### src/rtl/gdo_pkg.sv
// Shared types, constants and calendar functions for the Gregorian date offset core.
`timescale 1ns / 1ps
package gdo_pkg;

	localparam int OFFSET_BITS = 16;
	localparam int YEAR_BITS = 16;
	localparam int MOD_CYCLES = 2;
	localparam int CNT_BITS = $clog2(MOD_CYCLES);
	localparam int MOD_BITS = 9;
	localparam int SUB_W = (OFFSET_BITS > YEAR_BITS) ? OFFSET_BITS + 1 : YEAR_BITS + 1;

	// The year is divided by 16 with a shift, then by 25 with a reciprocal multiply.
	// The reciprocal 5243 / 2^17 is exact for every 12-bit dividend.
	localparam int REC_IN_BITS = YEAR_BITS - 4;
	localparam int REC_BITS = 13;
	localparam int REC_SHIFT = 17;
	localparam int PROD_BITS = REC_IN_BITS + REC_BITS;
	localparam int QUO_BITS = PROD_BITS - REC_SHIFT;
	localparam logic [REC_BITS-1:0] REC_DIV25 = REC_BITS'(5243);

	localparam logic [MOD_BITS-1:0] LEAP_CYCLE = MOD_BITS'(400);
	localparam logic [MOD_BITS-1:0] LEAP_CYCLE_LAST = MOD_BITS'(399);
	localparam logic [MOD_BITS-1:0] CENT_1 = MOD_BITS'(100);
	localparam logic [MOD_BITS-1:0] CENT_2 = MOD_BITS'(200);
	localparam logic [MOD_BITS-1:0] CENT_3 = MOD_BITS'(300);

	localparam logic [3:0] MONTH_JAN = 4'd1;
	localparam logic [3:0] MONTH_FEB = 4'd2;
	localparam logic [3:0] MONTH_APR = 4'd4;
	localparam logic [3:0] MONTH_JUN = 4'd6;
	localparam logic [3:0] MONTH_SEP = 4'd9;
	localparam logic [3:0] MONTH_NOV = 4'd11;
	localparam logic [3:0] MONTH_DEC = 4'd12;
	localparam logic [4:0] DAY_FIRST = 5'd1;
	localparam logic [4:0] DAY_LAST_DEC = 5'd31;
	localparam logic [YEAR_BITS-1:0] YEAR_MAX = {YEAR_BITS{1'b1}};

	typedef struct packed {
		logic [7:0] month_raw;
		logic [7:0] day_raw;
		logic [YEAR_BITS-1:0] year_in;
		logic signed [OFFSET_BITS-1:0] day_offset;
	} gdo_in_t;

	typedef struct packed {
		logic [3:0] month_out;
		logic [4:0] day_out;
		logic [YEAR_BITS-1:0] year_out;
		logic was_corrected;
		logic year_saturated;
	} gdo_out_t;

	typedef enum logic [1:0] {
		ST_IDLE,
		ST_MOD,
		ST_CLAMP,
		ST_WALK
	} gdo_state_t;

	typedef struct packed {
		logic load;
		logic mod_step;
		logic clamp;
		logic walk;
		logic [CNT_BITS-1:0] step_idx;
	} gdo_ctrl_t;

	typedef struct packed {
		logic finish;
	} gdo_stat_t;

	// Leap test from the two low year bits and the year modulo 400.
	function automatic logic is_leap(input logic [1:0] y_low, input logic [MOD_BITS-1:0] ymod);
		logic cent;
		cent = (ymod == CENT_1) || (ymod == CENT_2) || (ymod == CENT_3);
		return (y_low == 2'b00) && !cent;
	endfunction

	function automatic logic [4:0] days_in(input logic [3:0] m, input logic leap);
		logic [4:0] len;
		case (m) inside
			MONTH_FEB: len = leap ? 5'd29 : 5'd28;
			MONTH_APR, MONTH_JUN, MONTH_SEP, MONTH_NOV: len = 5'd30;
			default: len = 5'd31;
		endcase
		return len;
	endfunction

endpackage

### src/rtl/gdo_sub.sv
// Shared compare and subtract unit used by the remainder pass and the month walk.
`timescale 1ns / 1ps
module gdo_sub
	import gdo_pkg::*;
(
	input  logic [SUB_W-1:0] a,
	input  logic [SUB_W-1:0] b,
	output logic [SUB_W-1:0] diff,
	output logic             borrow
);

	logic [SUB_W:0] full;

	assign full = {1'b0, a} - {1'b0, b};
	assign diff = full[SUB_W-1:0];
	assign borrow = full[SUB_W];

endmodule

### src/rtl/gdo_seq.sv
// Sequencer: year remainder steps, clamp step, then the month walk.
`timescale 1ns / 1ps
module gdo_seq
	import gdo_pkg::*;
(
	input  logic      clk,
	input  logic      arst_n,
	input  logic      start,
	input  gdo_stat_t stat,
	output gdo_ctrl_t ctrl,
	output logic      busy
);

	gdo_state_t state_q, state_nx;
	logic [CNT_BITS-1:0] cnt_q;
	logic cnt_last;

	assign cnt_last = (cnt_q == CNT_BITS'(MOD_CYCLES - 1));

	always_ff @(posedge clk or negedge arst_n) begin
		if (!arst_n) begin
			state_q <= ST_IDLE;
			cnt_q <= '0;
		end else begin
			state_q <= state_nx;
			if (state_q == ST_MOD) begin
				cnt_q <= cnt_q + 1'b1;
			end else begin
				cnt_q <= '0;
			end
		end
	end

	always_comb begin
		state_nx = state_q;
		case (state_q)
			ST_IDLE: begin
				if (start) state_nx = ST_MOD;
			end
			ST_MOD: begin
				if (cnt_last) state_nx = ST_CLAMP;
			end
			ST_CLAMP: state_nx = ST_WALK;
			ST_WALK: begin
				if (stat.finish) state_nx = ST_IDLE;
			end
			default: state_nx = ST_IDLE;
		endcase
	end

	always_comb begin
		ctrl = '0;
		ctrl.step_idx = cnt_q;
		busy = 1'b1;
		case (state_q)
			ST_IDLE: begin
				busy = 1'b0;
				ctrl.load = start;
			end
			ST_MOD: ctrl.mod_step = 1'b1;
			ST_CLAMP: ctrl.clamp = 1'b1;
			ST_WALK: ctrl.walk = 1'b1;
			default: busy = 1'b1;
		endcase
	end

endmodule

### src/rtl/gregorian_date_offset_core.sv
// Top level of the Gregorian date offset core: datapath registers around the shared unit.
// The month walk crosses at most about 1080 month boundaries for a 16-bit offset.
// A reciprocal multiply and a subtract find the year mod 400; the walk crosses a month a cycle.
// Throughput: one transaction at a time; busy stays high until the result is produced.
// Reset clears the sequencer and the done strobe; datapath registers are not reset.
`timescale 1ns / 1ps
module gregorian_date_offset_core
	import gdo_pkg::*;
(
	input  logic     clk,
	input  logic     arst_n,
	input  logic     start,
	input  gdo_in_t  request,
	output logic     busy,
	output logic     done,
	output gdo_out_t result
);

	gdo_ctrl_t ctrl;
	gdo_stat_t stat;

	logic [7:0] mraw_q, draw_q;
	logic [3:0] month_q;
	logic [4:0] day_q;
	logic [YEAR_BITS-1:0] year_q;
	logic [MOD_BITS-1:0] mod_q;
	logic [QUO_BITS-1:0] quo_q;
	logic [OFFSET_BITS-1:0] r_q;
	logic neg_q, corr_q;
	logic done_q;
	gdo_out_t result_q;

	logic [SUB_W-1:0] sub_a, sub_b, sub_diff;
	logic sub_borrow;

	logic [PROD_BITS-1:0] rec_prod;
	logic [YEAR_BITS-1:0] quo_x400;
	logic [4:0] cur_len, left_p1;
	logic cur_leap;
	logic [3:0] month_cl;
	logic [4:0] len_cl, day_cl;
	logic corr_cl;
	logic [3:0] nm, pm;
	logic [YEAR_BITS-1:0] ny, py;
	logic [MOD_BITS-1:0] nmod, pmod;
	logic [4:0] prev_len;
	logic at_top, at_bottom, finish, sat;
	logic [OFFSET_BITS-1:0] mag;

	gdo_seq u_seq (
		.clk    (clk),
		.arst_n (arst_n),
		.start  (start),
		.stat   (stat),
		.ctrl   (ctrl),
		.busy   (busy)
	);

	gdo_sub u_sub (
		.a      (sub_a),
		.b      (sub_b),
		.diff   (sub_diff),
		.borrow (sub_borrow)
	);

	// The first step registers year / 400; the second subtracts 400 times it from the year.
	assign rec_prod = PROD_BITS'(year_q[YEAR_BITS-1:4]) * PROD_BITS'(REC_DIV25);
	assign quo_x400 = YEAR_BITS'(quo_q) * YEAR_BITS'(LEAP_CYCLE);

	assign cur_leap = is_leap(year_q[1:0], mod_q);
	assign cur_len = days_in(month_q, cur_leap);
	assign left_p1 = cur_len - day_q + 5'd1;

	always_comb begin
		if (ctrl.mod_step) begin
			sub_a = SUB_W'(year_q);
			sub_b = SUB_W'(quo_x400);
		end else begin
			sub_a = SUB_W'(r_q);
			sub_b = neg_q ? SUB_W'(day_q) : SUB_W'(left_p1);
		end
	end

	always_comb begin
		corr_cl = 1'b0;
		if (mraw_q == 8'd0) begin
			month_cl = MONTH_JAN;
			corr_cl = 1'b1;
		end else if (mraw_q > 8'(MONTH_DEC)) begin
			month_cl = MONTH_DEC;
			corr_cl = 1'b1;
		end else begin
			month_cl = mraw_q[3:0];
		end
		len_cl = days_in(month_cl, cur_leap);
		if (draw_q == 8'd0) begin
			day_cl = DAY_FIRST;
			corr_cl = 1'b1;
		end else if (draw_q > 8'(len_cl)) begin
			day_cl = len_cl;
			corr_cl = 1'b1;
		end else begin
			day_cl = draw_q[4:0];
		end
	end

	// Neighboring months with the year and its remainder carried or borrowed.
	always_comb begin
		if (month_q == MONTH_DEC) begin
			nm = MONTH_JAN;
			ny = year_q + 1'b1;
			nmod = (mod_q == LEAP_CYCLE_LAST) ? '0 : mod_q + 1'b1;
		end else begin
			nm = month_q + 1'b1;
			ny = year_q;
			nmod = mod_q;
		end
		if (month_q == MONTH_JAN) begin
			pm = MONTH_DEC;
			py = year_q - 1'b1;
			pmod = (mod_q == '0) ? LEAP_CYCLE_LAST : mod_q - 1'b1;
		end else begin
			pm = month_q - 1'b1;
			py = year_q;
			pmod = mod_q;
		end
		prev_len = days_in(pm, is_leap(py[1:0], pmod));
	end

	assign at_top = (month_q == MONTH_DEC) && (year_q == YEAR_MAX);
	assign at_bottom = (month_q == MONTH_JAN) && (year_q == '0);
	assign sat = !sub_borrow && (neg_q ? at_bottom : at_top);
	assign finish = sub_borrow || sat;
	assign stat.finish = ctrl.walk && finish;

	assign mag = request.day_offset[OFFSET_BITS-1] ? OFFSET_BITS'(-request.day_offset)
		: OFFSET_BITS'(request.day_offset);

	always_ff @(posedge clk) begin
		if (ctrl.load) begin
			mraw_q <= request.month_raw;
			draw_q <= request.day_raw;
			year_q <= request.year_in;
			neg_q <= request.day_offset[OFFSET_BITS-1];
			r_q <= mag;
			mod_q <= '0;
		end
		if (ctrl.mod_step) begin
			if (ctrl.step_idx == CNT_BITS'(0)) begin
				quo_q <= rec_prod[PROD_BITS-1:REC_SHIFT];
			end else begin
				mod_q <= sub_diff[MOD_BITS-1:0];
			end
		end
		if (ctrl.clamp) begin
			month_q <= month_cl;
			day_q <= day_cl;
			corr_q <= corr_cl;
		end
		if (ctrl.walk && !finish) begin
			r_q <= sub_diff[OFFSET_BITS-1:0];
			if (neg_q) begin
				month_q <= pm;
				year_q <= py;
				mod_q <= pmod;
				day_q <= prev_len;
			end else begin
				month_q <= nm;
				year_q <= ny;
				mod_q <= nmod;
				day_q <= DAY_FIRST;
			end
		end
		if (stat.finish) begin
			result_q.month_out <= month_q;
			result_q.year_out <= year_q;
			result_q.was_corrected <= corr_q;
			result_q.year_saturated <= sat;
			if (sat) begin
				result_q.day_out <= neg_q ? DAY_FIRST : DAY_LAST_DEC;
			end else if (neg_q) begin
				result_q.day_out <= day_q - r_q[4:0];
			end else begin
				result_q.day_out <= day_q + r_q[4:0];
			end
		end
	end

	always_ff @(posedge clk or negedge arst_n) begin
		if (!arst_n) begin
			done_q <= 1'b0;
		end else begin
			done_q <= stat.finish;
		end
	end

	assign done = done_q;
	assign result = result_q;

endmodule

### config.mk
export PLATFORM = sky130hd
export DESIGN_NAME = gregorian_date_offset_core
export DESIGN_NICKNAME = d
export VERILOG_FILES = /design/src/rtl/gdo_pkg.sv /design/src/rtl/gdo_sub.sv /design/src/rtl/gdo_seq.sv /design/src/rtl/gregorian_date_offset_core.sv
export SDC_FILE = /design/constraint.sdc
export NUM_CORES = 1
export LEC_CHECK = 0
export ABC_AREA = 1
export BUFFER_PORTS_ARGS = -buffer_cell sky130_fd_sc_hd__buf_2
export CAP_MARGIN = 20
export CORE_ASPECT_RATIO = 2
export CORE_MARGIN = 5
export CORE_UTILIZATION = 47
export CTS_CLUSTER_SIZE = 10
export DETAILED_ROUTE_END_ITERATION = 8
export GPL_TIMING_DRIVEN = 1
export HOLD_SLACK_MARGIN = 0.03
export PLACE_DENSITY = 0.68
export SYNTH_ARGS = -nofsm -noshare
export SYNTH_HDL_FRONTEND = slang
export SYNTH_HIERARCHICAL = 1
export SYNTH_SLANG_ARGS = --single-unit
### constraint.sdc
create_clock -name clk -period 9 [get_ports clk]
set_input_delay 0.9 -clock clk [delete_from_list [all_inputs] [get_ports clk]]
set_output_delay 0.9 -clock clk [all_outputs]
set_load 0.05 [all_outputs]
## After elaboration in Yosys (flattened, before gate mapping)

Index checks and enable logic that the tools add are counted.

| storage, ports and cells | value |
|---|---|
| word-level logic and storage cells | 158 |
| latch bits | 0 |
| memory bits (read-only) | 0 |
| bits in registers | 107 |
| RAM bits | 0 |
| input port bits | 51 |
| memories | 0 |

| operators by class | value |
|---|---|
| shifts and indexed selects | 0 |
| reduce and logical (&&, ||, !) cells | 33 |
| eq/ne operators | 33 |
| div/mod/pow operators | 0 |
| mux-type cells | 55 |
| multipliers | 2 |
| bitwise operators | 1 |
| add/sub/neg operators | 13 |
| magnitude comparators | 2 |

Operators by type and width:

| cell | number |
|---|---|
| 2-to-1 mux 16 bit | 10 |
| 2-to-1 mux 9 bit | 9 |
| 2-to-1 mux 5 bit | 9 |
| == test 4 bit, second input constant | 7 |
| 2-to-1 mux 4 bit | 7 |
| == test 9 bit, second input constant | 3 |
| multiplier 12 x 13 -> 25 bit, second input constant | 1 |
| == test 4 x 3 -> 1 bit, second input constant | 6 |
| == test 9 x 7 -> 1 bit, second input constant | 2 |
| == test 9 x 8 -> 1 bit, second input constant | 2 |
| subtractor 16 x 16 -> 17 bit | 1 |
| adder 16 x 1 -> 16 bit, second input constant | 1 |
| == test 16 bit, second input constant | 1 |
| zero test 16 bit | 1 |
| zero test 8 bit | 2 |
| negation 16 bit | 1 |
| subtractor 16 x 1 -> 16 bit, second input constant | 1 |
| 2-to-1 mux 1 bit | 13 |
| == test 4 x 2 -> 1 bit, second input constant | 3 |
| multiplier 8 x 5 -> 12 bit, second input constant | 1 |
| 2-to-1 mux 2 bit | 6 |
| OR reduction 4 bit | 3 |
| subtractor 5 bit | 2 |
| adder 9 x 1 -> 9 bit, second input constant | 1 |
| other kinds (25) | 46 |

## Longest topological paths before layout

| depth | value |
|---|---|
| word-level depth | 19 |
| mapped depth | 34 |

## Modules after synthesis

The synthesis kept the hierarchy.

By module, submodules not included:

| module | cells an instance | seq. area each (sq um) | times used | area an instance (sq um) |
|---|---|---|---|---|
| gregorian_date_offset_core | 1268 | 3118.0 | 1 | 10490.1 |
| gdo_sub | 232 | 0.0 | 1 | 1149.9 |
| gdo_seq | 31 | 75.1 | 1 | 246.5 |

## Worst setup path after synthesis

No wires, ideal clock.

| timing | value |
|---|---|
| path type | reg-to-reg |
| from | register quo_q[2] |
| to | register year_q[10] (enable) |
| period minus slack after synthesis | 5.047 ns |
| library setup time | 0.384 ns |
| slack | 3.953 ns |
| buffers on the path | 1 |
| stages on the path, launching flop included | 28 |
| arrival | 4.663 ns |
| path through | edfxtp_1 -> ha_1 -> ha_1 -> inv_1 -> fa_1 -> inv_1 -> ha_1 -> inv_1 -> nor2_1 -> o21ai_0 -> a21oi_1 -> nor2_1 -> nor2_1 -> nor2_1 -> o21ai_0 -> a21oi_1 -> inv_1 -> ha_1 -> a21oi_1 -> nor2_1 -> o21ai_0 -> nand2_1 -> a21oi_1 -> inv_1 -> nand3_4 -> buf_2 -> a21oi_1 -> nor2_1 |

| between the ends | value |
|---|---|
| word-level cells in the longest chain between the ends | 10 |

Ends and longest elaborated chain:

| element | RTL line | source |
|---|---|---|
| from (decl) | gregorian_date_offset_core.sv:27 | `logic [QUO_BITS-1:0] quo_q;` |
| from (signal assigned) | gregorian_date_offset_core.sv:150 | `quo_q <= rec_prod[PROD_BITS-1:REC_SHIFT];` |
| multiplier 8 x 5 -> 12 bit * | gregorian_date_offset_core.sv:68 | `assign quo_x400 = YEAR_BITS'(quo_q) * YEAR_BITS'(LEAP_CYCLE);` |
| 2-to-1 mux 16 bit * | gregorian_date_offset_core.sv:75 | `if (ctrl.mod_step) begin` |
| via sub_b[14] | gregorian_date_offset_core.sv:33 | `logic [SUB_W-1:0] sub_a, sub_b, sub_diff;` |
| subtractor 16 x 16 -> 17 bit * | gdo_sub.sv:14 | `assign full = {1'b0, a} - {1'b0, b};` |
| via sub_borrow | gregorian_date_offset_core.sv:34 | `logic sub_borrow;` |
| zero test 1 bit | gregorian_date_offset_core.sv:132 | `assign sat = !sub_borrow && (neg_q ? at_bottom : at_top);` |
| logical AND 1 bit | gregorian_date_offset_core.sv:132 |  |
| logical OR 1 bit * | gregorian_date_offset_core.sv:133 | `assign finish = sub_borrow \|\| sat;` |
| zero test 1 bit * | gregorian_date_offset_core.sv:160 | `if (ctrl.walk && !finish) begin` |
| logical AND 1 bit * | gregorian_date_offset_core.sv:160 |  |
| != test 3 bit (no source line) / nonzero test 2 bit (equally long branches) | - |  |
| AND reduction 3 bit (no source line) * | - |  |
| to (signal assigned) | gregorian_date_offset_core.sv:143 | `year_q <= request.year_in;` |
| to (signal assigned) | gregorian_date_offset_core.sv:164 | `year_q <= py;` |
| to (signal assigned) | gregorian_date_offset_core.sv:169 | `year_q <= ny;` |
| to (decl) | gregorian_date_offset_core.sv:25 | `logic [YEAR_BITS-1:0] year_q;` |

Mark *: on every way through the listed nets, which the timed path passes. The rest lies on a longest branch.
A chain may end at the register's enable or synchronous reset.

## Final worst setup path

| timing | value |
|---|---|
| from | register quo_q[2] |
| to | register month_q[0] (enable) |

| between the ends | value |
|---|---|
| word-level cells in the longest chain between the ends | 9 |

Ends and longest elaborated chain:

| element | RTL line | source |
|---|---|---|
| multiplier 8 x 5 -> 12 bit * | gregorian_date_offset_core.sv:68 |  |
| 2-to-1 mux 16 bit * | gregorian_date_offset_core.sv:75 |  |
| via sub_b[14] | gregorian_date_offset_core.sv:33 |  |
| subtractor 16 x 16 -> 17 bit * | gdo_sub.sv:14 |  |
| via sub_borrow | gregorian_date_offset_core.sv:34 |  |
| zero test 1 bit | gregorian_date_offset_core.sv:132 |  |
| logical AND 1 bit | gregorian_date_offset_core.sv:132 |  |
| logical OR 1 bit * | gregorian_date_offset_core.sv:133 |  |
| zero test 1 bit * | gregorian_date_offset_core.sv:160 |  |
| logical AND 1 bit * | gregorian_date_offset_core.sv:160 |  |
| nonzero test 2 bit (no source line) * | - |  |
| to (signal assigned) | gregorian_date_offset_core.sv:156 | `month_q <= month_cl;` |
| to (signal assigned) | gregorian_date_offset_core.sv:163 | `month_q <= pm;` |
| to (signal assigned) | gregorian_date_offset_core.sv:168 | `month_q <= nm;` |
| to (decl) | gregorian_date_offset_core.sv:23 | `logic [3:0] month_q;` |

Marked as above.

==> metrics.log <==
INFO  metric routed-wl-met2 = ~19 mm
INFO  metric max_clock_freq = approximately 0.17 GHz
INFO  metric cts.sinks = roughly 110
INFO  metric timing.final.crit_share = 67.0%
INFO  metric synthCells = 1518
INFO  metric cts.repair_timing.setup_buffer_count = 0
INFO  metric final_nets = about 1.9k
INFO  metric maximum_number_of_pins_on_one_net_before_global_route_repair = 65
INFO  metric ys.warnings.count = 6
INFO  metric cts_buffer_depth = 2
INFO  metric route.top_layer_used = met4
INFO  metric final_hold_viol_count = 0
INFO  metric vias = around 10k
INFO  metric endpoint_kind = flop
INFO  metric grt_overflow_total = 0
INFO  metric wl_per_cell = 17.7 µm
INFO  metric remaining_drc_errors = 0
INFO  metric crit_fanout = 64
INFO  metric instances_no_fill = just under 2k
INFO  metric place.gp.congestion = 0.958
INFO  metric post_drt_via_cell_ratio = approximately 5.4
INFO  metric ios = 80
INFO  metric finalWorstSetupSlack = between 2 and 3 ns
INFO  metric initial_core_util = between 40% and 50%
INFO  metric finClkSkew = 0.0177 ns
INFO  metric wire_length_of_the_first_global_routing_pass = about 53 mm
INFO  metric timing.critical_path.from_type = flop
INFO  metric count_of_nets_left_with_antenna_violations_after_detail_routing = 0
INFO  metric die-width = roughly 120 µm
INFO  metric fp.dieArea = around 29000 µm²
INFO  metric proportion_of_layout_cells_with_a_drive_suffix_above_1 = about a tenth
INFO  metric cp.required = 9.04 ns
INFO  metric setup_total_negative_slack = 0 ns
INFO  metric detail_route.wirelength.met1 = about 11 mm
INFO  metric clk_root_buffer_cell = clkbuf_16
INFO  metric vias_in_the_first_global_route = ~11k
INFO  metric groute.usage.overall = 24.3%
INFO  metric cts_tree = yes
INFO  metric postCtsResizedCells = 0
INFO  metric htree_levels = 3
INFO  metric dr_wl_met3 = 1.18 mm
INFO  metric tritoncts.num_buffers = 9
INFO  metric final_max_slew_viol_count = 0
INFO  metric slew-limit-headroom = between 30% and 40%
INFO  metric setup.worst_path.class = flop to flop
INFO  metric drt_iter0_drc = about 700
INFO  metric area_growth = 8.77%
INFO  metric io_buffers = 79
INFO  metric max_cap_violations = 0
INFO  metric clk_pin_slew = around 0.09 ns
INFO  metric floorplan.rows = 82
INFO  metric avgSynthCellArea = 7.79 µm²
INFO  metric coreArea = between 20000 and 25000 µm²
INFO  metric hold_path.class = input pin to asynchronous set/reset pin
INFO  metric n_antenna_cell = 0
INFO  metric number_of_cells_after_detailed_placement = ~1.9k
INFO  metric drt-pass1-iter-count = 5
INFO  metric route.final.wire_length = roughly 34 mm
INFO  metric post_synth_instance_area = roughly 12000 µm²
INFO  metric hold_buffers = 0
INFO  metric setup-violations-final = 0
INFO  metric layout_min_cycle_time = 6.03 ns
INFO  metric dp_hpwl = ~28 mm
INFO  metric clock_latency = about 0.38 ns
INFO  metric grt_setup_unrepaired = false
INFO  metric count_of_filler_cells_inserted_in_the_layout = 2407
INFO  metric die-height = 234 µm
INFO  metric pre_cts_ws = about 2.9 ns
INFO  metric cp.arrival = slightly above 6 ns
INFO  metric grt_antenna_before_repair = 0
INFO  metric worstMarginPinSlew = slightly below 1 ns
INFO  metric status = complete, no violations
[layout make-up]
| type | instances | area [µm²] | share of cell area, % |
|---|---|---|---|
| sequential | 107 | 3190 | 24.8 |
| clock inverter | 7 | 91.3 | 0.710 |
| inverter | 300 | 1130 | 8.75 |
| clock buffer | 9 | 225 | 1.75 |
| multi-input combinational | 1085 | 7360 | 57.2 |
| tap | 336 | 420 | 3.27 |
| timing repair buffer | 85 | 444 | 3.45 |
[through the flow]
| step | utilization (%) | hold WS, ns | cell area [µm²] |
|---|---|---|---|
| floorplan | - | 0.400 | 11800 |
| global placement | 50.3 | 0.407 | 12500 |
| detailed placement | 50.3 | 0.414 | 12500 |
| CTS | 51.6 | 0.304 | 12900 |
| global route | 51.6 | 0.305 | 12900 |
| finish | 51.6 | 0.315 | 12900 |
[critical path, cell delays in order, from the launching register on]
cell      delay (ns)
edfxtp_1        0.43
ha_1            0.32
ha_1            0.28
inv_1           0.05
fa_1            0.49
inv_1           0.04
ha_1            0.28
inv_1           0.10
nor2_1          0.05
o21ai_0         0.21
a21oi_1         0.12
nor2_1          0.10
nor2_1          0.05
nor2_1          0.12
o21ai_0         0.08
a21oi_1         0.13
inv_1           0.05
ha_1            0.32
nand2_1         0.14
nor4_1          0.27
a21oi_1         0.24
inv_1           0.19
nand3_4         0.38
inv_2           0.17
buf_4           0.63
or2_1           0.44
[worst paths after layout]
path                           from                to  slack, ns  cells after the start
max in group asynchronous    arst_n  u_seq/state_q[1]       8.54                      1
min in group clk             corr_q         result[1]       0.44                      0
max                        quo_q[2]        month_q[0]       2.97                     25
min                          arst_n  u_seq/state_q[0]       0.31                      1
min reg2reg                  corr_q         result[1]       0.44                      0
max reg2reg                quo_q[2]        month_q[0]       2.97                     25
[registers in the layout (all words and copies together), names as in the netlist]
name	count
corr_q	1
day_q	5
done	1
draw_q	8
mod_q	9
month_q	4
mraw_q	8
neg_q	1
quo_q	8
r_q	16
result	27
u_seq/cnt_last	1
u_seq/state_q	2
year_q	16
[cells in the final DEF (no fill, tap or decap), types with 7 or more instances in the layout]
master	count
nand2_1	320
inv_1	294
ha_1	165
o21ai_0	114
edfxtp_1	103
nand3_1	87
nor2_1	86
buf_2	79
a21oi_1	72
fa_1	50
xor2_1	35
nand4_1	21
nor3_1	20
o21ai_1	14
xnor2_1	13
nor2_2	11
nand2_2	10
clkbuf_16	9
or2_2	7
a31oi_2	7
[per-layer routing]
layer  up-vias  track usage, %
met5         -               0
met4         0            15.7
met3       119            2.63
met2       296            48.9
met1      4898            22.1
li1       5099               -
Power is not shown: default switching activity piles up to over one toggle a cycle in this logic, so the estimate is an artifact.
